**src/hw/rtl/tmps_pkg.sv**
```systemverilog
`default_nettype none

package tmps_pkg;

	// command queue geometry
	localparam int QUEUE_DEPTH = 8;
	localparam int QUEUE_AW    = (QUEUE_DEPTH > 1) ? $clog2(QUEUE_DEPTH) : 1;
	localparam int FILL_W      = $clog2(QUEUE_DEPTH + 1);

	// field widths
	localparam int OP_W     = 2;
	localparam int MOTION_W = 2;
	localparam int AMP_W    = 15;
	localparam int DUR_W    = 16;
	localparam int TICKS_W  = DUR_W + 1;
	localparam int SETP_W   = 16;
	localparam int COUNT_W  = 4;
	localparam int CFG_IDX_W  = 3;
	localparam int CFG_DATA_W = 16;

	typedef logic [QUEUE_AW-1:0] ptr_t;
	typedef logic [FILL_W-1:0]   fill_t;
	typedef logic [TICKS_W-1:0]  ticks_t;

	typedef enum logic [OP_W-1:0] {
		OP_TICK  = 2'd0,
		OP_PUSH  = 2'd1,
		OP_CLEAR = 2'd2
	} op_t;

	typedef enum logic [MOTION_W-1:0] {
		MOT_FRONT = 2'd0,
		MOT_BACK  = 2'd1,
		MOT_LEFT  = 2'd2,
		MOT_RIGHT = 2'd3
	} motion_t;

	typedef enum logic [CFG_IDX_W-1:0] {
		REG_AMPLITUDE     = 3'd0,
		REG_SIDE_MOVE     = 3'd1,
		REG_SIDE_COUNTER  = 3'd2,
		REG_FRONT_MOVE    = 3'd3,
		REG_FRONT_COUNTER = 3'd4,
		REG_BACK_MOVE     = 3'd5,
		REG_BACK_COUNTER  = 3'd6
	} cfg_idx_t;

	// reset values of the registers
	localparam logic [AMP_W-1:0] RST_AMPLITUDE     = 15'd5120;
	localparam logic [DUR_W-1:0] RST_SIDE_MOVE     = 16'd750;
	localparam logic [DUR_W-1:0] RST_SIDE_COUNTER  = 16'd150;
	localparam logic [DUR_W-1:0] RST_FRONT_MOVE    = 16'd1000;
	localparam logic [DUR_W-1:0] RST_FRONT_COUNTER = 16'd400;
	localparam logic [DUR_W-1:0] RST_BACK_MOVE     = 16'd750;
	localparam logic [DUR_W-1:0] RST_BACK_COUNTER  = 16'd800;

	typedef struct packed {
		logic [AMP_W-1:0] amplitude;
		logic [DUR_W-1:0] side_move;
		logic [DUR_W-1:0] side_counter;
		logic [DUR_W-1:0] front_move;
		logic [DUR_W-1:0] front_counter;
		logic [DUR_W-1:0] back_move;
		logic [DUR_W-1:0] back_counter;
	} cfg_t;

	// sequencer state after a phase load
	typedef struct packed {
		logic                run;
		logic [1:0]          phase;
		ticks_t              ticks;
	} load_t;

endpackage

`default_nettype wire

```
**src/hw/rtl/tmps_if.sv**
```systemverilog
`default_nettype none

interface tmps_in_if;
	logic                                valid;
	logic                                ready;
	logic [tmps_pkg::OP_W-1:0]           op;
	logic [tmps_pkg::MOTION_W-1:0]       motion;

	modport source (output valid, output op, output motion, input ready);
	modport sink   (input valid, input op, input motion, output ready);
endinterface

interface tmps_out_if;
	logic                                valid;
	logic                                ready;
	logic signed [tmps_pkg::SETP_W-1:0]  x_setpoint;
	logic signed [tmps_pkg::SETP_W-1:0]  y_setpoint;
	logic                                busy_res;
	logic [tmps_pkg::COUNT_W-1:0]        queue_count;
	logic                                dropped;

	modport source (output valid, output x_setpoint, output y_setpoint, output busy_res,
		output queue_count, output dropped, input ready);
	modport sink   (input valid, input x_setpoint, input y_setpoint, input busy_res,
		input queue_count, input dropped, output ready);
endinterface

interface tmps_cfg_if;
	logic                                valid;
	logic                                ready;
	logic [tmps_pkg::CFG_IDX_W-1:0]      index;
	logic [tmps_pkg::CFG_DATA_W-1:0]     data;

	modport source (output valid, output index, output data, input ready);
	modport sink   (input valid, input index, input data, output ready);
endinterface

`default_nettype wire

```
**src/hw/rtl/timed_motion_pulse_sequencer_top.sv**
```systemverilog
// channel  dir  handshake      payload
// cmd      in   valid/ready    op, motion
// res      out  valid/ready    x_setpoint, y_setpoint, busy_res, queue_count, dropped
// cfg      in   valid/ready    index, data (ready is always high)
//
// one transaction per cycle sustained on cmd and res while res is not stalled; a result
// follows its command through the input register, then the result register
// the queue, pointers and pulse timer update in the cycle a command leaves the
// input register; the queue head is kept prefetched in a register
// arst_n clears control state and loads the register reset values; queue entries
// are not cleared
// a stalled res holds its result and the input register; cmd stalls only when both are full
`default_nettype none

module timed_motion_pulse_sequencer_top (
	input  wire           clk,
	input  wire           arst_n,
	tmps_in_if.sink       cmd,
	tmps_out_if.source    res,
	tmps_cfg_if.sink      cfg
);

	// configuration registers
	tmps_pkg::cfg_t cfg_q;

	// input register
	logic                              valid_s1;
	logic [tmps_pkg::OP_W-1:0]         op_s1;
	logic [tmps_pkg::MOTION_W-1:0]     motion_s1;

	// sequencer and queue state
	logic                              running_q;
	logic [tmps_pkg::MOTION_W-1:0]     cur_motion_q;
	logic [1:0]                        phase_q;
	tmps_pkg::ticks_t                  ticks_q;
	tmps_pkg::ptr_t                    head_q;
	tmps_pkg::ptr_t                    tail_q;
	tmps_pkg::fill_t                   fill_q;
	logic [tmps_pkg::MOTION_W-1:0]     head_data_q;
	logic [tmps_pkg::MOTION_W-1:0]     queue_mem [tmps_pkg::QUEUE_DEPTH];

	// result register
	logic                              res_valid_q;
	logic signed [tmps_pkg::SETP_W-1:0] x_q;
	logic signed [tmps_pkg::SETP_W-1:0] y_q;
	logic                              busy_q;
	logic [tmps_pkg::COUNT_W-1:0]      count_q;
	logic                              dropped_q;

	// next-state values
	logic                              advance;
	logic                              running_n;
	logic [tmps_pkg::MOTION_W-1:0]     cur_motion_n;
	logic [1:0]                        phase_n;
	tmps_pkg::ticks_t                  ticks_n;
	tmps_pkg::ptr_t                    head_n;
	tmps_pkg::ptr_t                    tail_n;
	tmps_pkg::fill_t                   fill_n;
	logic                              wr_en;
	logic                              dropped_n;
	tmps_pkg::ticks_t                  ticks_dec;
	tmps_pkg::load_t                   ld;
	logic                              positive;
	logic [tmps_pkg::SETP_W-1:0]       amp_ext;
	logic [tmps_pkg::SETP_W-1:0]       setp_val;
	logic signed [tmps_pkg::SETP_W-1:0] x_n;
	logic signed [tmps_pkg::SETP_W-1:0] y_n;

	// phase lengths of a motion, in ticks
	function automatic tmps_pkg::ticks_t phase_len(
		input logic [tmps_pkg::MOTION_W-1:0] m,
		input logic [1:0]                    p,
		input tmps_pkg::cfg_t                c
	);
		logic [tmps_pkg::DUR_W-1:0] mv;
		logic [tmps_pkg::DUR_W-1:0] ct;
		logic [tmps_pkg::DUR_W-1:0] mv2;
		logic [tmps_pkg::DUR_W-1:0] ct2;
		tmps_pkg::ticks_t           len;
		case (m)
			tmps_pkg::MOT_FRONT: begin
				mv = c.front_move; ct = c.front_counter;
				mv2 = c.back_move; ct2 = c.back_counter;
			end
			tmps_pkg::MOT_BACK: begin
				mv = c.back_move; ct = c.back_counter;
				mv2 = c.front_move; ct2 = c.front_counter;
			end
			default: begin
				mv = c.side_move; ct = c.side_counter;
				mv2 = c.side_move; ct2 = c.side_counter;
			end
		endcase
		case (p)
			2'd0:    len = {1'b0, mv};
			2'd1:    len = {1'b0, ct} + {1'b0, mv2};
			default: len = {1'b0, ct2};
		endcase
		return len;
	endfunction

	// first phase at or after p with a nonzero length, else idle
	function automatic tmps_pkg::load_t load_from(
		input logic [tmps_pkg::MOTION_W-1:0] m,
		input logic [1:0]                    p,
		input tmps_pkg::cfg_t                c
	);
		tmps_pkg::ticks_t l0;
		tmps_pkg::ticks_t l1;
		tmps_pkg::ticks_t l2;
		tmps_pkg::load_t  r;
		l0 = phase_len(m, 2'd0, c);
		l1 = phase_len(m, 2'd1, c);
		l2 = phase_len(m, 2'd2, c);
		r = '0;
		if (p == 2'd0 && l0 != '0) begin
			r.run = 1'b1; r.phase = 2'd0; r.ticks = l0;
		end else if (p <= 2'd1 && l1 != '0) begin
			r.run = 1'b1; r.phase = 2'd1; r.ticks = l1;
		end else if (p <= 2'd2 && l2 != '0) begin
			r.run = 1'b1; r.phase = 2'd2; r.ticks = l2;
		end
		return r;
	endfunction

	function automatic tmps_pkg::ptr_t ptr_inc(input tmps_pkg::ptr_t p);
		return (p == tmps_pkg::ptr_t'(tmps_pkg::QUEUE_DEPTH - 1)) ? '0
			: p + tmps_pkg::ptr_t'(1);
	endfunction

	// configuration writes: always ready, unknown indexes ignored
	assign cfg.ready = 1'b1;

	always_ff @(posedge clk or negedge arst_n) begin
		if (!arst_n) begin
			cfg_q.amplitude     <= tmps_pkg::RST_AMPLITUDE;
			cfg_q.side_move     <= tmps_pkg::RST_SIDE_MOVE;
			cfg_q.side_counter  <= tmps_pkg::RST_SIDE_COUNTER;
			cfg_q.front_move    <= tmps_pkg::RST_FRONT_MOVE;
			cfg_q.front_counter <= tmps_pkg::RST_FRONT_COUNTER;
			cfg_q.back_move     <= tmps_pkg::RST_BACK_MOVE;
			cfg_q.back_counter  <= tmps_pkg::RST_BACK_COUNTER;
		end else if (cfg.valid) begin
			case (cfg.index)
				tmps_pkg::REG_AMPLITUDE:     cfg_q.amplitude <= cfg.data[tmps_pkg::AMP_W-1:0];
				tmps_pkg::REG_SIDE_MOVE:     cfg_q.side_move     <= cfg.data;
				tmps_pkg::REG_SIDE_COUNTER:  cfg_q.side_counter  <= cfg.data;
				tmps_pkg::REG_FRONT_MOVE:    cfg_q.front_move    <= cfg.data;
				tmps_pkg::REG_FRONT_COUNTER: cfg_q.front_counter <= cfg.data;
				tmps_pkg::REG_BACK_MOVE:     cfg_q.back_move     <= cfg.data;
				tmps_pkg::REG_BACK_COUNTER:  cfg_q.back_counter  <= cfg.data;
				default: ;
			endcase
		end
	end

	// the input register moves on when the result register is free or drains now
	assign advance   = valid_s1 && (!res_valid_q || res.ready);
	assign cmd.ready = !valid_s1 || advance;

	always_ff @(posedge clk or negedge arst_n) begin
		if (!arst_n) begin
			valid_s1 <= 1'b0;
		end else if (cmd.ready) begin
			valid_s1 <= cmd.valid;
		end
	end

	always_ff @(posedge clk) begin
		if (cmd.ready && cmd.valid) begin
			op_s1     <= cmd.op;
			motion_s1 <= cmd.motion;
		end
	end

	// one command: tick, push or clear
	always_comb begin
		running_n    = running_q;
		cur_motion_n = cur_motion_q;
		phase_n      = phase_q;
		ticks_n      = ticks_q;
		head_n       = head_q;
		tail_n       = tail_q;
		fill_n       = fill_q;
		wr_en        = 1'b0;
		dropped_n    = 1'b0;
		ticks_dec    = ticks_q - tmps_pkg::ticks_t'(1);
		ld           = '0;
		if (advance) begin
			case (op_s1)
				tmps_pkg::OP_TICK: begin
					// count down the running phase, step to the next one at zero
					if (running_q) begin
						if (ticks_dec == '0) begin
							ld        = load_from(cur_motion_q, phase_q + 2'd1, cfg_q);
							running_n = ld.run;
							phase_n   = ld.phase;
							ticks_n   = ld.ticks;
						end else begin
							ticks_n = ticks_dec;
						end
					end
					// idle: start the oldest queued motion
					if (!running_n && fill_q != '0) begin
						cur_motion_n = head_data_q;
						head_n       = ptr_inc(head_q);
						fill_n       = fill_q - tmps_pkg::fill_t'(1);
						ld           = load_from(head_data_q, 2'd0, cfg_q);
						running_n    = ld.run;
						phase_n      = ld.phase;
						ticks_n      = ld.ticks;
					end
				end
				tmps_pkg::OP_PUSH: begin
					if (fill_q == tmps_pkg::fill_t'(tmps_pkg::QUEUE_DEPTH)) begin
						dropped_n = 1'b1;
					end else begin
						wr_en  = 1'b1;
						tail_n = ptr_inc(tail_q);
						fill_n = fill_q + tmps_pkg::fill_t'(1);
					end
				end
				tmps_pkg::OP_CLEAR: begin
					// pending commands go, the running motion stays
					head_n = tail_q;
					fill_n = '0;
				end
				default: ;
			endcase
		end
	end

	// setpoint of the phase now in force: main and late phases share a sign
	always_comb begin
		positive = (cur_motion_n == tmps_pkg::MOT_FRONT) || (cur_motion_n == tmps_pkg::MOT_RIGHT);
		if (phase_n == 2'd1) begin
			positive = !positive;
		end
		amp_ext  = {1'b0, cfg_q.amplitude};
		setp_val = positive ? amp_ext : (~amp_ext + tmps_pkg::SETP_W'(1));
		x_n = '0;
		y_n = '0;
		if (running_n) begin
			if (cur_motion_n == tmps_pkg::MOT_FRONT || cur_motion_n == tmps_pkg::MOT_BACK) begin
				y_n = setp_val;
			end else begin
				x_n = setp_val;
			end
		end
	end

	always_ff @(posedge clk or negedge arst_n) begin
		if (!arst_n) begin
			running_q    <= 1'b0;
			cur_motion_q <= '0;
			phase_q      <= '0;
			ticks_q      <= '0;
			head_q       <= '0;
			tail_q       <= '0;
			fill_q       <= '0;
		end else begin
			running_q    <= running_n;
			cur_motion_q <= cur_motion_n;
			phase_q      <= phase_n;
			ticks_q      <= ticks_n;
			head_q       <= head_n;
			tail_q       <= tail_n;
			fill_q       <= fill_n;
		end
	end

	// queue memory, head entry prefetched into a register with write bypass
	always_ff @(posedge clk) begin
		if (wr_en) begin
			queue_mem[tail_q] <= motion_s1;
		end
	end

	always_ff @(posedge clk) begin
		if (wr_en && tail_q == head_n) begin
			head_data_q <= motion_s1;
		end else begin
			head_data_q <= queue_mem[head_n];
		end
	end

	// result register
	always_ff @(posedge clk or negedge arst_n) begin
		if (!arst_n) begin
			res_valid_q <= 1'b0;
		end else if (advance) begin
			res_valid_q <= 1'b1;
		end else if (res.ready) begin
			res_valid_q <= 1'b0;
		end
	end

	always_ff @(posedge clk) begin
		if (advance) begin
			x_q       <= x_n;
			y_q       <= y_n;
			busy_q    <= running_n;
			count_q   <= tmps_pkg::COUNT_W'(fill_n);
			dropped_q <= dropped_n;
		end
	end

	assign res.valid       = res_valid_q;
	assign res.x_setpoint  = x_q;
	assign res.y_setpoint  = y_q;
	assign res.busy_res    = busy_q;
	assign res.queue_count = count_q;
	assign res.dropped     = dropped_q;

endmodule

`default_nettype wire

```
**src/flat_wrapper.sv**
```systemverilog
// flat-port wrapper written by rule: the top's interface ports become plain ports
module timed_motion_pulse_sequencer_top_flat 
  (clk, arst_n, cmd_valid, cmd_op, cmd_motion, cmd_ready, res_valid, res_x_setpoint, res_y_setpoint, res_busy_res, res_queue_count, res_dropped, res_ready, cfg_valid, cfg_index, cfg_data, cfg_ready);
  tmps_in_if cmd_i ();
  tmps_out_if res_i ();
  tmps_cfg_if cfg_i ();
  input  wire clk;
  input  wire arst_n;
  input wire logic [$bits(cmd_i.valid)-1:0] cmd_valid;
  input wire logic [$bits(cmd_i.op)-1:0] cmd_op;
  input wire logic [$bits(cmd_i.motion)-1:0] cmd_motion;
  output wire logic [$bits(cmd_i.ready)-1:0] cmd_ready;
  output wire logic [$bits(res_i.valid)-1:0] res_valid;
  output wire logic [$bits(res_i.x_setpoint)-1:0] res_x_setpoint;
  output wire logic [$bits(res_i.y_setpoint)-1:0] res_y_setpoint;
  output wire logic [$bits(res_i.busy_res)-1:0] res_busy_res;
  output wire logic [$bits(res_i.queue_count)-1:0] res_queue_count;
  output wire logic [$bits(res_i.dropped)-1:0] res_dropped;
  input wire logic [$bits(res_i.ready)-1:0] res_ready;
  input wire logic [$bits(cfg_i.valid)-1:0] cfg_valid;
  input wire logic [$bits(cfg_i.index)-1:0] cfg_index;
  input wire logic [$bits(cfg_i.data)-1:0] cfg_data;
  output wire logic [$bits(cfg_i.ready)-1:0] cfg_ready;
  assign cmd_i.valid = cmd_valid;
  assign cmd_i.op = cmd_op;
  assign cmd_i.motion = cmd_motion;
  assign cmd_ready = cmd_i.ready;
  assign res_valid = res_i.valid;
  assign res_x_setpoint = res_i.x_setpoint;
  assign res_y_setpoint = res_i.y_setpoint;
  assign res_busy_res = res_i.busy_res;
  assign res_queue_count = res_i.queue_count;
  assign res_dropped = res_i.dropped;
  assign res_i.ready = res_ready;
  assign cfg_i.valid = cfg_valid;
  assign cfg_i.index = cfg_index;
  assign cfg_i.data = cfg_data;
  assign cfg_ready = cfg_i.ready;
  timed_motion_pulse_sequencer_top u_core (.clk(clk), .arst_n(arst_n), .cmd(cmd_i), .res(res_i), .cfg(cfg_i));
endmodule
```
**config.mk**
```make
export PLATFORM = sky130hd
export DESIGN_NAME = timed_motion_pulse_sequencer_top_flat
export DESIGN_NICKNAME = d
export VERILOG_FILES = /design/src/hw/rtl/tmps_pkg.sv /design/src/hw/rtl/tmps_if.sv /design/src/hw/rtl/timed_motion_pulse_sequencer_top.sv /design/src/flat_wrapper.sv
export SDC_FILE = /design/constraint.sdc
export NUM_CORES = 1
export LEC_CHECK = 0
export BUFFER_PORTS_ARGS = -buffer_cell sky130_fd_sc_hd__buf_4
export CAP_MARGIN = 20
export CORE_ASPECT_RATIO = 2
export CORE_MARGIN = 2
export CORE_UTILIZATION = 60
export CTS_CLUSTER_SIZE = 12
export DETAILED_ROUTE_END_ITERATION = 10
export PLACE_DENSITY_LB_ADDON = 0.1
export RECOVER_POWER = 100
export SLEW_MARGIN = 40
export SYNTH_ARGS = -nofsm -noshare
export SYNTH_HDL_FRONTEND = slang
export SYNTH_SLANG_ARGS = --single-unit
```
**constraint.sdc**
```tcl
create_clock -name clk -period 12.53 [get_ports clk]
set_input_delay 1.8795 -clock clk [delete_from_list [all_inputs] [get_ports clk]]
set_output_delay 1.8795 -clock clk [all_outputs]
set_load 0.05 [all_outputs]
```
### Yosys cells after proc, flatten, opt, wreduce, memory -nomap -nowiden

Memory sizes are Yosys's and may differ from the RTL's. A register that Yosys moved wholly into a read port is not among the register bits.
Index checks and enable logic that the tools add are counted.

* register bits after elaboration: 187
* bits in writable memories: 16
* input port bits: 28
* output and inout bits: 41
* logic and storage cells: 181
* memories kept: 1

* $add $sub $neg: 9
* magnitude comparators: 2
* eq/ne operators: 16
* multiplexer cells: 86
* bitwise logic cells: 3
* reductions and logical operators: 41

Memory list
* u_core.queue_mem: depth 8, bits a word 2, read ports 1, clocked after memory_dff 1, write ports 1, line timed_motion_pulse_sequencer_top.sv:40 `logic [tmps_pkg::MOTION_W-1:0] queue_mem [tmps_pkg::QUEUE_DEPTH];`

Operator list (count)
* two-way mux 17 bit: 24
* case mux 16 bit (2 select lines): 8
* two-way mux 16 bit: 15
* two-way mux 20 bit: 6
* nonzero test 17 bit: 6
* adder 16 x 16 -> 17 bit: 2
* zero test 17 bit: 1
* subtractor 17 x 1 -> 17 bit (second input constant): 1
* adder 16 x 1 -> 16 bit (second input constant): 1
* two-way mux 1 bit: 16
* two-way mux 2 bit: 8
* inverter 15 -> 16 bit: 1
* AND reduction 2 bit: 8
* == test 3 bit (second input constant): 5
* two-way mux 3 bit: 4
* two-way mux 4 bit: 3
* case mux 4 bit (3 select lines): 1
* == test 2 x 1 -> 1 bit (second input constant): 5
* zero test 2 bit: 5
* adder 3 x 1 -> 3 bit (second input constant): 2
* == test 3 x 2 -> 1 bit (second input constant): 2
* logical AND 1 bit: 6
* case mux 3 bit (2 select lines): 1
* AND reduction 3 bit: 2
* 15 further kinds: 24

### Logic depth before layout (Yosys ltp)

Gate-level depths: netlist (run 1).

* depth after elaboration: 37
* gate-level depth with buffers: 26
* mapped depth without buffers: 20

### Least setup slack after synthesis (run 1)

OpenSTA, ideal clock, no wires.

* path type: register -> register
* from: register u_core.cur_motion_q[0] in the netlist's numbering
* to: register u_core.x_q, in the netlist u_core.res.x_setpoint[8] (data pin)
* library setup time: 0.147 ns
* arrival: 6.399 ns
* required time: 12.383 ns
* path slack: 5.984 ns
* stages on the path, launching flop included: 25
* path buffers: 7
* path through: dfrtp_1 -> buf_2 -> buf_2 -> buf_6 -> clkbuf_1 -> clkbuf_1 -> mux2_2 -> mux2_2 -> ha_1 -> fa_1 -> nand3_1 -> a21o_1 -> a211oi_1 -> or3_1 -> a2111oi_0 -> nand4_1 -> a31oi_1 -> clkbuf_1 -> nand2_1 -> o21a_1 -> ha_1 -> clkbuf_1 -> or4_1 -> a21o_1 -> a21oi_1

* cells in the longest elaborated chain, start to end: 29
* elaborated cells on any way between the ends: 64
* classes of those cells: add/sub: 1; eq/ne: 4; mux: 44; bitwise: 1; reduce/logical: 14

Ends and longest elaborated chain
* start: declaration: line timed_motion_pulse_sequencer_top.sv:33 `logic [tmps_pkg::MOTION_W-1:0] cur_motion_q;`
* start signal: assignment: line timed_motion_pulse_sequencer_top.sv:263 `cur_motion_q <= cur_motion_n;`
* == test 2 x 1 -> 1 bit or zero test 2 bit (tied branches): line timed_motion_pulse_sequencer_top.sv:80 `case (m)`
* case mux 16 bit (2 select lines): line timed_motion_pulse_sequencer_top.sv:80
* two-way mux 16 bit: line timed_motion_pulse_sequencer_top.sv:194 `if (ticks_dec == '0) begin`
* two-way mux 16 bit: line timed_motion_pulse_sequencer_top.sv:193 `if (running_q) begin`
* two-way mux 16 bit: line timed_motion_pulse_sequencer_top.sv:190 `case (op_s1)`
* two-way mux 16 bit: line timed_motion_pulse_sequencer_top.sv:189 `if (advance) begin`
* adder 16 x 16 -> 17 bit: line timed_motion_pulse_sequencer_top.sv:96 `2'd1: len = {1'b0, ct} + {1'b0, mv2};`
* two-way mux 17 bit: line timed_motion_pulse_sequencer_top.sv:194
* [13 not listed]
* two-way mux 2 bit: line timed_motion_pulse_sequencer_top.sv:204 `if (!running_n && fill_q != '0) begin`
* two-way mux 2 bit: line timed_motion_pulse_sequencer_top.sv:190
* two-way mux 2 bit: line timed_motion_pulse_sequencer_top.sv:189
* == test 2 bit or zero test 2 bit (tied branches): line timed_motion_pulse_sequencer_top.sv:235, timed_motion_pulse_sequencer_top.sv:244
* logical OR 1 bit: line timed_motion_pulse_sequencer_top.sv:235 `positive = (cur_motion_n == tmps_pkg::MOT_FRONT) || (cur_motion_n == tmps_pkg::MOT_RIGHT);`
* zero test 1 bit: line timed_motion_pulse_sequencer_top.sv:237 `positive = !positive;`
* two-way mux 1 bit: line timed_motion_pulse_sequencer_top.sv:236 `if (phase_n == 2'd1) begin`
* two-way mux 16 bit: line timed_motion_pulse_sequencer_top.sv:240 `setp_val = positive ? amp_ext : (~amp_ext + tmps_pkg::SETP_W'(1));`
* end signal: assignment: line timed_motion_pulse_sequencer_top.sv:300 `x_q <= x_n;`
* end: declaration: line timed_motion_pulse_sequencer_top.sv:44 `logic signed [tmps_pkg::SETP_W-1:0] x_q;`

Parallel ways exist; a longest one is shown, timed or not. The select of a mux whose other input is x is not followed.
A chain may end at the register's enable or synchronous reset.

### Final worst setup path (run 1)

* from: register u_core.cur_motion_q[1] in the netlist's numbering
* to: register u_core.y_q, in the netlist u_core.res.y_setpoint[12] (data pin)

* cells in the longest elaborated chain, start to end: 29
* elaborated cells on any way between the ends: 63
* classes of those cells: add/sub: 1; eq/ne: 4; mux: 44; reduce/logical: 14

Ends and longest elaborated chain
* == test 2 x 1 -> 1 bit or zero test 2 bit (tied branches): line timed_motion_pulse_sequencer_top.sv:80
* case mux 16 bit (2 select lines): line timed_motion_pulse_sequencer_top.sv:80
* two-way mux 16 bit: line timed_motion_pulse_sequencer_top.sv:194
* two-way mux 16 bit: line timed_motion_pulse_sequencer_top.sv:193
* two-way mux 16 bit: line timed_motion_pulse_sequencer_top.sv:190
* two-way mux 16 bit: line timed_motion_pulse_sequencer_top.sv:189
* adder 16 x 16 -> 17 bit: line timed_motion_pulse_sequencer_top.sv:96
* two-way mux 17 bit: line timed_motion_pulse_sequencer_top.sv:194
* [13 not listed]
* two-way mux 2 bit: line timed_motion_pulse_sequencer_top.sv:204
* two-way mux 2 bit: line timed_motion_pulse_sequencer_top.sv:190
* two-way mux 2 bit: line timed_motion_pulse_sequencer_top.sv:189
* == test 2 bit or zero test 2 bit (tied branches): line timed_motion_pulse_sequencer_top.sv:235, timed_motion_pulse_sequencer_top.sv:244
* logical OR 1 bit: line timed_motion_pulse_sequencer_top.sv:235
* zero test 1 bit: line timed_motion_pulse_sequencer_top.sv:237
* two-way mux 1 bit: line timed_motion_pulse_sequencer_top.sv:236
* two-way mux 16 bit: line timed_motion_pulse_sequencer_top.sv:240
* end signal: assignment: line timed_motion_pulse_sequencer_top.sv:301 `y_q <= y_n;`
* end: declaration: line timed_motion_pulse_sequencer_top.sv:45 `logic signed [tmps_pkg::SETP_W-1:0] y_q;`

Parallel ways exist; a longest one is shown, timed or not. The select of a mux whose other input is x is not followed.

==> results of run 1 <==
## report_power, final
| group | switching [mW] | internal, mW | total [mW] |
|---|---|---|---|
| clock network | 0.275 | 0.358 | 0.633 |
| logic | 1.97 | 1.16 | 3.13 |
| registers | 0.280 | 0.907 | 1.19 |
| total | 2.52 | 2.42 | 4.95 |
## layout make-up
| class | count | area, um^2 |
|---|---|---|
| sequential | 206 | 5470 |
| multi-input combinational | 1248 | 8900 |
| timing repair buffer | 97 | 532 |
| clock inverter | 3 | 18.8 |
| tap | 290 | 363 |
| fill | 2064 | 8260 |
| inverter | 31 | 116 |
| clock buffer | 37 | 659 |
## final timing paths
kind                                                  start                                      end  slack [ns]  cells past startpoint
max in group asynchronous                            arst_n              u_core.cfg_q[7]$_DFFE_PN0P_        4.46                      2
hold reg to reg                 u_core.valid_s1$_DFFE_PN0N_             u_core.res.valid$_DFFE_PN0P_        0.53                      1
min in group asynchronous                            arst_n            u_core.ticks_q[6]$_DFFE_PN0P_        2.66                      1
setup / recovery           u_core.cur_motion_q[1]$_DFF_PN0_  u_core.res.y_setpoint[12]$_SDFFCE_PN0P_        3.14                     18
setup reg to reg           u_core.cur_motion_q[1]$_DFF_PN0_  u_core.res.y_setpoint[12]$_SDFFCE_PN0P_        3.14                     18
hold / removal                  u_core.valid_s1$_DFFE_PN0N_             u_core.res.valid$_DFFE_PN0P_        0.53                      1
## state kept, by name, indices dropped and copies added (netlist names), 2 cells and up, named ones only
register	count
u_core.ticks_q	17
u_core.amp_ext	15
u_core.cur_motion_q	2
u_core.res.x_setpoint	16
u_core.head_q	3
u_core.phase_q	2
u_core.op_s1	2
u_core.fill_q	4
u_core.queue_mem	16
u_core.tail_q	3
u_core.res.y_setpoint	16
u_core.res.queue_count	4
u_core.motion_s1	2
u_core.cfg_q	96
## stage by stage
stage                     cells  total power [mW]
after global routing       1912              5.19
final                      1912              4.95
after CTS                  1912              4.86
after global placement     1869              4.18
after detailed placement   1872              4.21
after floorplan            1576              3.30
## layout by cell type (no fill, tap or decap), types with 45 or more instances in the layout
cell type	instances
sky130_fd_sc_hd__mux2_2	199
sky130_fd_sc_hd__nand2_1	196
sky130_fd_sc_hd__dfrtp_1	112
sky130_fd_sc_hd__nor2_1	107
sky130_fd_sc_hd__a21oi_1	91
sky130_fd_sc_hd__a31oi_1	72
sky130_fd_sc_hd__clkbuf_1	69
sky130_fd_sc_hd__edfxtp_1	58
sky130_fd_sc_hd__o21ai_0	49
sky130_fd_sc_hd__ha_1	45
## cells by family (layout without fill, tap and decap cells)
| kind of cell | count (synthesis) | in the layout | synth area share, % |
|---|---|---|---|
| flops | 206 | 206 | 37.0 |
| xor+xnor | 19 | 19 | 1.12 |
| compound gates | 385 | 385 | 17.5 |
| buf+inv | 122 | 168 | 3.37 |
| simple gates | 548 | 548 | 18.2 |
| other cells | 1 | 1 | 0.0253 |
| mux | 248 | 248 | 18.8 |
| fa+ha+maj | 47 | 47 | 4.07 |
## per-layer routing
layer  up-vias  GRT usage, %  share of wire (%)
li1       6026             -                  -
met1      6664          42.4                 33
met2       747          68.7                 49
met3       300          9.13                7.2
met4         0          37.5                 11
met5         -             0                  0
==> flow_metrics.env, run 1 <==
export IMPL_cap_viol_max_count=9
export IMPL_worst_slew_margin_rel_pct=-179
export IMPL_post_synth_main_area_contributors="sky130_fd_sc_hd__dfrtp_1, sky130_fd_sc_hd__mux2_2, sky130_fd_sc_hd__edfxtp_1"
export IMPL_post_synthesis_net_count=1651
export IMPL_cts_resized_gates=0
export IMPL_routedWlPerCell_um=28.0
export IMPL_hold_buffers=0
export IMPL_routed_via_density=7.18
export IMPL_detailed_place_hpwl_um=39200
export IMPL_finalMaxSlewViolations=339
export IMPL_grt_pass1_wl_um=80100
export IMPL_num_io_pins=69
export IMPL_drive_above_1_share_pct=21.0
export IMPL_finalNetCount=1681
export IMPL_die_y_um=226
export IMPL_drt_iter0_markers=1487
export IMPL_postLayoutCoreUtil_pct=66.0
export IMPL_finalHoldWorstSlack_ns=0.530
export IMPL_gp_congestion=1.04
export IMPL_first_global_vias=13600
export IMPL_synth_ff_type="sky130_fd_sc_hd__dfrtp_1"
export IMPL_start_util_pct=60.8
export IMPL_hp_class="flop to flop"
export IMPL_ant_nets=0
export IMPL_synth_top_cell_by_area="sky130_fd_sc_hd__dfrtp_1"
export IMPL_vias=13700
export IMPL_dpl_cell_area_um2=15600
export IMPL_worst_setup_path_type="flop to flop"
export IMPL_critical_path_slowest_cell="sky130_fd_sc_hd__clkbuf_1"
export IMPL_root_cell_of_the_clock_tree="sky130_fd_sc_hd__clkbuf_16"
export IMPL_seq_area_frac_synth_pct=37.0
export IMPL_synth_top_area_share_pct=19.1
export IMPL_core_rowCount=81
export IMPL_clock_latency_ns=0.54
export IMPL_insertedDiodeCount=0
export IMPL_fmaxAchievable_ghz=0.107
export IMPL_worst_path_largest_cell_delay_ns=1.72
export IMPL_h_tree_depth=1
export IMPL_powerDensity_nw_per_um2=308
export IMPL_required_ns=12.77
export IMPL_critPathCaptureType="flop"
export IMPL_cp_top_family="buffers and inverters"
export IMPL_tritoncts_sink_count=206
export IMPL_route_detailed_drc=0
export IMPL_area_growth_synth_to_final_pct=8.51
export IMPL_hold_viol=0
export IMPL_postSynthAreaPerCell_um2=9.39
export IMPL_post_place_worst_slack_ns=5.35
export IMPL_setup_viol_count_final=0
export IMPL_worst_path_max_fanout=37
export IMPL_timing_clock_skew_ns=0.0184
export IMPL_gr_total_overflow=0
export IMPL_p_leak_nw=6.33
export IMPL_worst_endpoint_arrival_ns=9.63
export IMPL_fin_crit_ns=9.39
export IMPL_grt_antenna_before_repair=1
export IMPL_synth_async_sr_flop_share_pct=70.4
export IMPL_cts_made_buffers=22
export IMPL_timing_final_crit_share_pct=74.9
export IMPL_place_port_buffers=67
export IMPL_yosys_warnings=0
export IMPL_drt_first_pass_iters=5
export IMPL_critPathBufInv=3
export IMPL_critical_path_cell_chain="clkbuf_1 -> mux2_2 -> ha_1 -> fa_1 -> nand3_1 -> a21o_1 -> a211oi_1 -> or3_1 -> a2111oi_0 -> nand4_1 -> a31oi_1 -> clkbuf_1 -> o21ai_0 -> a31oi_1 -> buf_4 -> o221ai_1 -> nand3_1 -> a21oi_1"
export IMPL_syn_area_um2=14800
export IMPL_synth_distinct_cells=89
export IMPL_placeable_core_region_um2=24300
export IMPL_ys_seq_elements=206
export IMPL_post_synth_inst_count=1576
export IMPL_dieWidth_um=115
export IMPL_grt_util_all_layers_pct=41.3
export IMPL_final_routed_wirelength_um=53500
export IMPL_post_route_cell_area_um2=16100
export IMPL_failed_checks="capacitance limit, slew limit"
export IMPL_cts_repair_timing_setup_buffer_count=0
export IMPL_outcome="complete, but fails checks"
export IMPL_worst_slew_pin_slew_ns=4.18
export IMPL_clock_tree_from_tritoncts="yes"
export IMPL_unrepaired_setup_endpoints_after_global_routing="no"
export IMPL_clk_pin_slew_ns=0.06
export IMPL_synth_edf_count=58
export IMPL_design_die_area_um2=26000
export IMPL_setup_worst_path_start_class="flop"
export IMPL_max_vdd_ir_drop_uv=192
export IMPL_clock_path_buffers=3
export IMPL_final_critical_path_setup_slack_ns=3.14
export IMPL_synth_top_cells_by_count="sky130_fd_sc_hd__mux2_2, sky130_fd_sc_hd__nand2_1, sky130_fd_sc_hd__dfrtp_1"
export IMPL_setup_tns_final_ns=0
export IMPL_post_synth_top_count_cell="sky130_fd_sc_hd__mux2_2"
export IMPL_pin_count_of_the_biggest_net_entering_global_routing=94
Power figures use the tool's default switching activity.
==> run 2, diff against run 1 <==
--- a/config.mk
+++ b/config.mk
@@ -5,6 +5,7 @@
 export SDC_FILE = /design/constraint.sdc
 export NUM_CORES = 1
 export LEC_CHECK = 0
+export ABC_AREA = 1
 export BUFFER_PORTS_ARGS = -buffer_cell sky130_fd_sc_hd__buf_4
 export CAP_MARGIN = 20
 export CORE_ASPECT_RATIO = 2
==> constraint.sdc (replaced) <==
create_clock -name clk -period 9.5 [get_ports clk]
set_input_delay 1.425 -clock clk [delete_from_list [all_inputs] [get_ports clk]]
set_output_delay 1.425 -clock clk [all_outputs]
set_load 0.05 [all_outputs]
==> run 2 against run 1 <==
  * The flow still finishes with violations (capacitance limit, slew limit)
  * Clock-buffer cell count shrank 1
  * Wire length shrank 7.8%
  * Combinational power grew 37%
  * Sequential power grew 19%
  * Largest power group unchanged
==> flow_metrics.env, run 2 <==
export IMPL_post_place_worst_slack_ns=3.09
export IMPL_grt_util_all_layers_pct=38.4
export IMPL_clock_latency_ns=0.53
export IMPL_worst_slew_pin_slew_ns=3.97
export IMPL_fmaxAchievable_ghz=0.131
export IMPL_critPathCaptureType="flop"
export IMPL_finalNetCount=2173
export IMPL_die_y_um=225
export IMPL_drive_above_1_share_pct=6.72
export IMPL_failed_checks="capacitance limit, slew limit"
export IMPL_post_synthesis_net_count=2155
export IMPL_worst_endpoint_arrival_ns=7.89
export IMPL_min_to="u_core.cfg_q[53]$_DFFE_PN1P_"
export IMPL_worst_hold_path_cells=2
export IMPL_p_leak_nw=7.44
export IMPL_worst_path_max_fanout=37
export IMPL_powerDensity_nw_per_um2=418
export IMPL_cap_viol_max_count=2
export IMPL_final_critical_path_setup_slack_ns=1.85
export IMPL_syn_area_um2=14700
export IMPL_place_port_buffers=67
export IMPL_clk_pin_slew_ns=0.06
export IMPL_postSynthAreaPerCell_um2=7.05
export IMPL_hold_viol=0
export IMPL_gp_congestion=1.06
export IMPL_routed_via_density=6.06
export IMPL_gr_total_overflow=0
export IMPL_seq_area_frac_synth_pct=37.3
export IMPL_num_io_pins=69
export IMPL_setup_worst_path_start_class="flop"
export IMPL_clock_tree_from_tritoncts="yes"
export IMPL_most_common_layout_cells="sky130_fd_sc_hd__nand2_1, sky130_fd_sc_hd__inv_1, sky130_fd_sc_hd__nand3_1"
export IMPL_ant_nets=0
export IMPL_hold_buffers=0
export IMPL_grt_pass1_wl_um=75600
export IMPL_dieWidth_um=115
export IMPL_route_detailed_drc=0
export IMPL_required_ns=9.74
export IMPL_synth_top_area_share_pct=19.3
export IMPL_timing_reg2reg_worst_path_depth=27
export IMPL_routedWlPerCell_um=20.5
export IMPL_post_synth_top_count_cell="sky130_fd_sc_hd__nand2_1"
export IMPL_cts_repair_timing_setup_buffer_count=0
export IMPL_setup_tns_final_ns=0
export IMPL_cts_resized_gates=0
export IMPL_synth_async_sr_flop_share_pct=70.4
export IMPL_vias=14600
export IMPL_number_of_flip_flops_under_the_largest_register_name=96
export IMPL_final_routed_wirelength_um=49300
export IMPL_synth_top_cells_by_count="sky130_fd_sc_hd__nand2_1, sky130_fd_sc_hd__inv_1, sky130_fd_sc_hd__nand3_1"
export IMPL_yosys_warnings=0
export IMPL_grt_antenna_before_repair=0
export IMPL_seq_area_um2=5470
export IMPL_insertedDiodeCount=0
export IMPL_max_vdd_ir_drop_uv=297
export IMPL_tritoncts_sink_count=206
export IMPL_drt_iter0_markers=1590
export IMPL_fin_crit_ns=7.65
export IMPL_regMostFlops="u_core.cfg_q"
export IMPL_r2r_start="u_core.cur_motion_q[1]$_DFF_PN0_"
export IMPL_first_global_vias=13300
export IMPL_drt_first_pass_iters=7
export IMPL_start_util_pct=60.6
export IMPL_finalMaxSlewViolations=114
export IMPL_synth_top_cell_by_area="sky130_fd_sc_hd__dfrtp_1"
export IMPL_timing_clock_skew_ns=0.0234
export IMPL_setup_viol_count_final=0
export IMPL_detailed_place_hpwl_um=38000
export IMPL_area_growth_synth_to_final_pct=6.01
export IMPL_design_die_area_um2=25800
export IMPL_pin_count_of_the_biggest_net_entering_global_routing=78
export IMPL_footprint_of_the_multi_input_gates_um2=7720
export IMPL_unrepaired_setup_endpoints_after_global_routing="no"
export IMPL_synth_ff_type="sky130_fd_sc_hd__dfrtp_1"
export IMPL_post_synth_main_area_contributors="sky130_fd_sc_hd__dfrtp_1, sky130_fd_sc_hd__nand2_1, sky130_fd_sc_hd__edfxtp_1"
export IMPL_hp_class="flop to flop"
export IMPL_filler_cell_count=2267
export IMPL_finalHoldWorstSlack_ns=0.498
export IMPL_clock_path_buffers=3
export IMPL_outcome="complete, but fails checks"
export IMPL_postLayoutCoreUtil_pct=64.2
export IMPL_timing_final_crit_share_pct=80.6
export IMPL_setup_reg_to_reg_worst_slack_ns=1.85
export IMPL_final_cell_count_no_fill=2403
export IMPL_layout_cells_most_common="sky130_fd_sc_hd__nand2_1"
export IMPL_root_cell_of_the_clock_tree="sky130_fd_sc_hd__clkbuf_16"
export IMPL_post_synth_inst_count=2080
export IMPL_core_rowCount=81
export IMPL_worst_slew_margin_rel_pct=-165
export IMPL_h_tree_depth=1
export IMPL_synth_distinct_cells=58
export IMPL_dp_cells=2365
export IMPL_placeable_core_region_um2=24200
export IMPL_largest_registers="u_core.cfg_q x96, u_core.ticks_q x17"
export IMPL_hold_start="u_core.cfg_q[53]$_DFFE_PN1P_"
export IMPL_ys_seq_elements=206
export IMPL_rr_endpoint="u_core.res.y_setpoint[5]$_SDFFCE_PN0P_"
export IMPL_cts_made_buffers=21
export IMPL_worst_setup_path_type="flop to flop"
export IMPL_synth_edf_count=58
==> run 2: cell types whose count changed after synthesis, moves of 32 or more <==
| cell | change |
|---|---|
| sky130_fd_sc_hd__o221ai_1 | +32 |
| sky130_fd_sc_hd__nand2_1 | +432 |
| sky130_fd_sc_hd__mux2i_1 | -42 |
| sky130_fd_sc_hd__mux2_2 | -199 |
| sky130_fd_sc_hd__a31oi_1 | -68 |
| sky130_fd_sc_hd__inv_1 | +214 |
| sky130_fd_sc_hd__nor2_1 | +47 |
| sky130_fd_sc_hd__o21ai_0 | +152 |
| sky130_fd_sc_hd__nand3_1 | +161 |
==> run 2: metal layers <==
metal | global-route usage [%] | wire, um
met5 | 0 | 0
met4 | 23.6 | 3840
met3 | 5.57 | 3800
met2 | 60.9 | 23100
met1 | 49.0 | 18600
==> run 2: worst max-delay path by stage <==
| stage | start | end | cells past startpoint |
|---|---|---|---|
| finish | u_core.cur_motion_q[1]$_DFF_PN0_ | u_core.res.y_setpoint[5]$_SDFFCE_PN0P_ | 27 |
| global route | u_core.cur_motion_q[1]$_DFF_PN0_ | u_core.res.x_setpoint[6]$_SDFFCE_PP0P_ | 27 |
| CTS | flop | u_core.res.y_setpoint[2]$_SDFFCE_PN0P_ | 29 |
| detailed placement | flop | u_core.res.y_setpoint[3]$_SDFFCE_PN0P_ | 29 |
| global placement | flop | u_core.res.y_setpoint[1]$_SDFFCE_PN0P_ | 22 |
| floorplan | u_core.cur_motion_q[0]$_DFF_PN0_ | u_core.res.y_setpoint[5]$_SDFFCE_PN0P_ | 32 |
==> run 2: power by group <==
part | leakage, nW | internal, mW | total [mW] | switching, mW
Combinational | 4.80 | 1.21 | 4.28 | 3.07
Clock | 0.307 | 0.457 | 0.802 | 0.346
Sequential | 2.33 | 1.20 | 1.42 | 0.226
==> run 2: area by class of cell <==
class	instances	share of cell area, %
Clock inverter	2	0.249
Sequential cell	206	35.2
Inverter	254	6.24
Timing Repair Buffer	73	2.49
Tap cell	290	2.33
Clock buffer	36	3.87
Multi-Input combinational cell	1542	49.7
==> run 2: through the flow <==
stage / instance area (um^2) / total power [mW]
final: 15600 / 6.51
after global placement: 15200 / 5.64
after global routing: 15600 / 6.93
after CTS: 15800 / 6.48
after detailed placement: 15200 / 5.66
after floorplan: 14700 / 4.50
==> run 2: logic make-up after synthesis <==
family	after synthesis	synth area share (%)
AO/OA/AOI/OAI	384	15.5
XOR/XNOR	26	1.55
adder cells (fa/ha/maj)	47	4.11
buffers and inverters	332	9.58
flip-flops	206	37.3
other	1	0.0256
AND/OR/NAND/NOR	1084	32.0
==> run 2: worst max-delay path, stage by stage, from the launching register on <==
cell and delay, ns:
sky130_fd_sc_hd__dfrtp_1 0.36, sky130_fd_sc_hd__buf_4 0.28, sky130_fd_sc_hd__nor2_8 0.54, sky130_fd_sc_hd__clkinvlp_2 1.16, sky130_fd_sc_hd__o221ai_1 0.87, sky130_fd_sc_hd__ha_1 0.41
sky130_fd_sc_hd__nand2_1 0.13, sky130_fd_sc_hd__inv_1 0.06, sky130_fd_sc_hd__a21oi_1 0.20, sky130_fd_sc_hd__nand3b_1 0.12, sky130_fd_sc_hd__nand2_1 0.08, sky130_fd_sc_hd__nand2_1 0.04
sky130_fd_sc_hd__nor3_1 0.28, sky130_fd_sc_hd__nand4_1 0.21, sky130_fd_sc_hd__nand2_2 0.22, sky130_fd_sc_hd__nand2_1 0.11, sky130_fd_sc_hd__nand2_1 0.15, sky130_fd_sc_hd__nand2_4 0.20
sky130_fd_sc_hd__nor2_1 0.43, sky130_fd_sc_hd__inv_1 0.11, sky130_fd_sc_hd__nand2_1 0.07, sky130_fd_sc_hd__o21ai_0 0.15, sky130_fd_sc_hd__ha_1 0.42, sky130_fd_sc_hd__inv_1 0.09
sky130_fd_sc_hd__o21ai_4 0.18, sky130_fd_sc_hd__nand2_4 0.23, sky130_fd_sc_hd__nand2_1 0.16, sky130_fd_sc_hd__a21oi_1 0.08
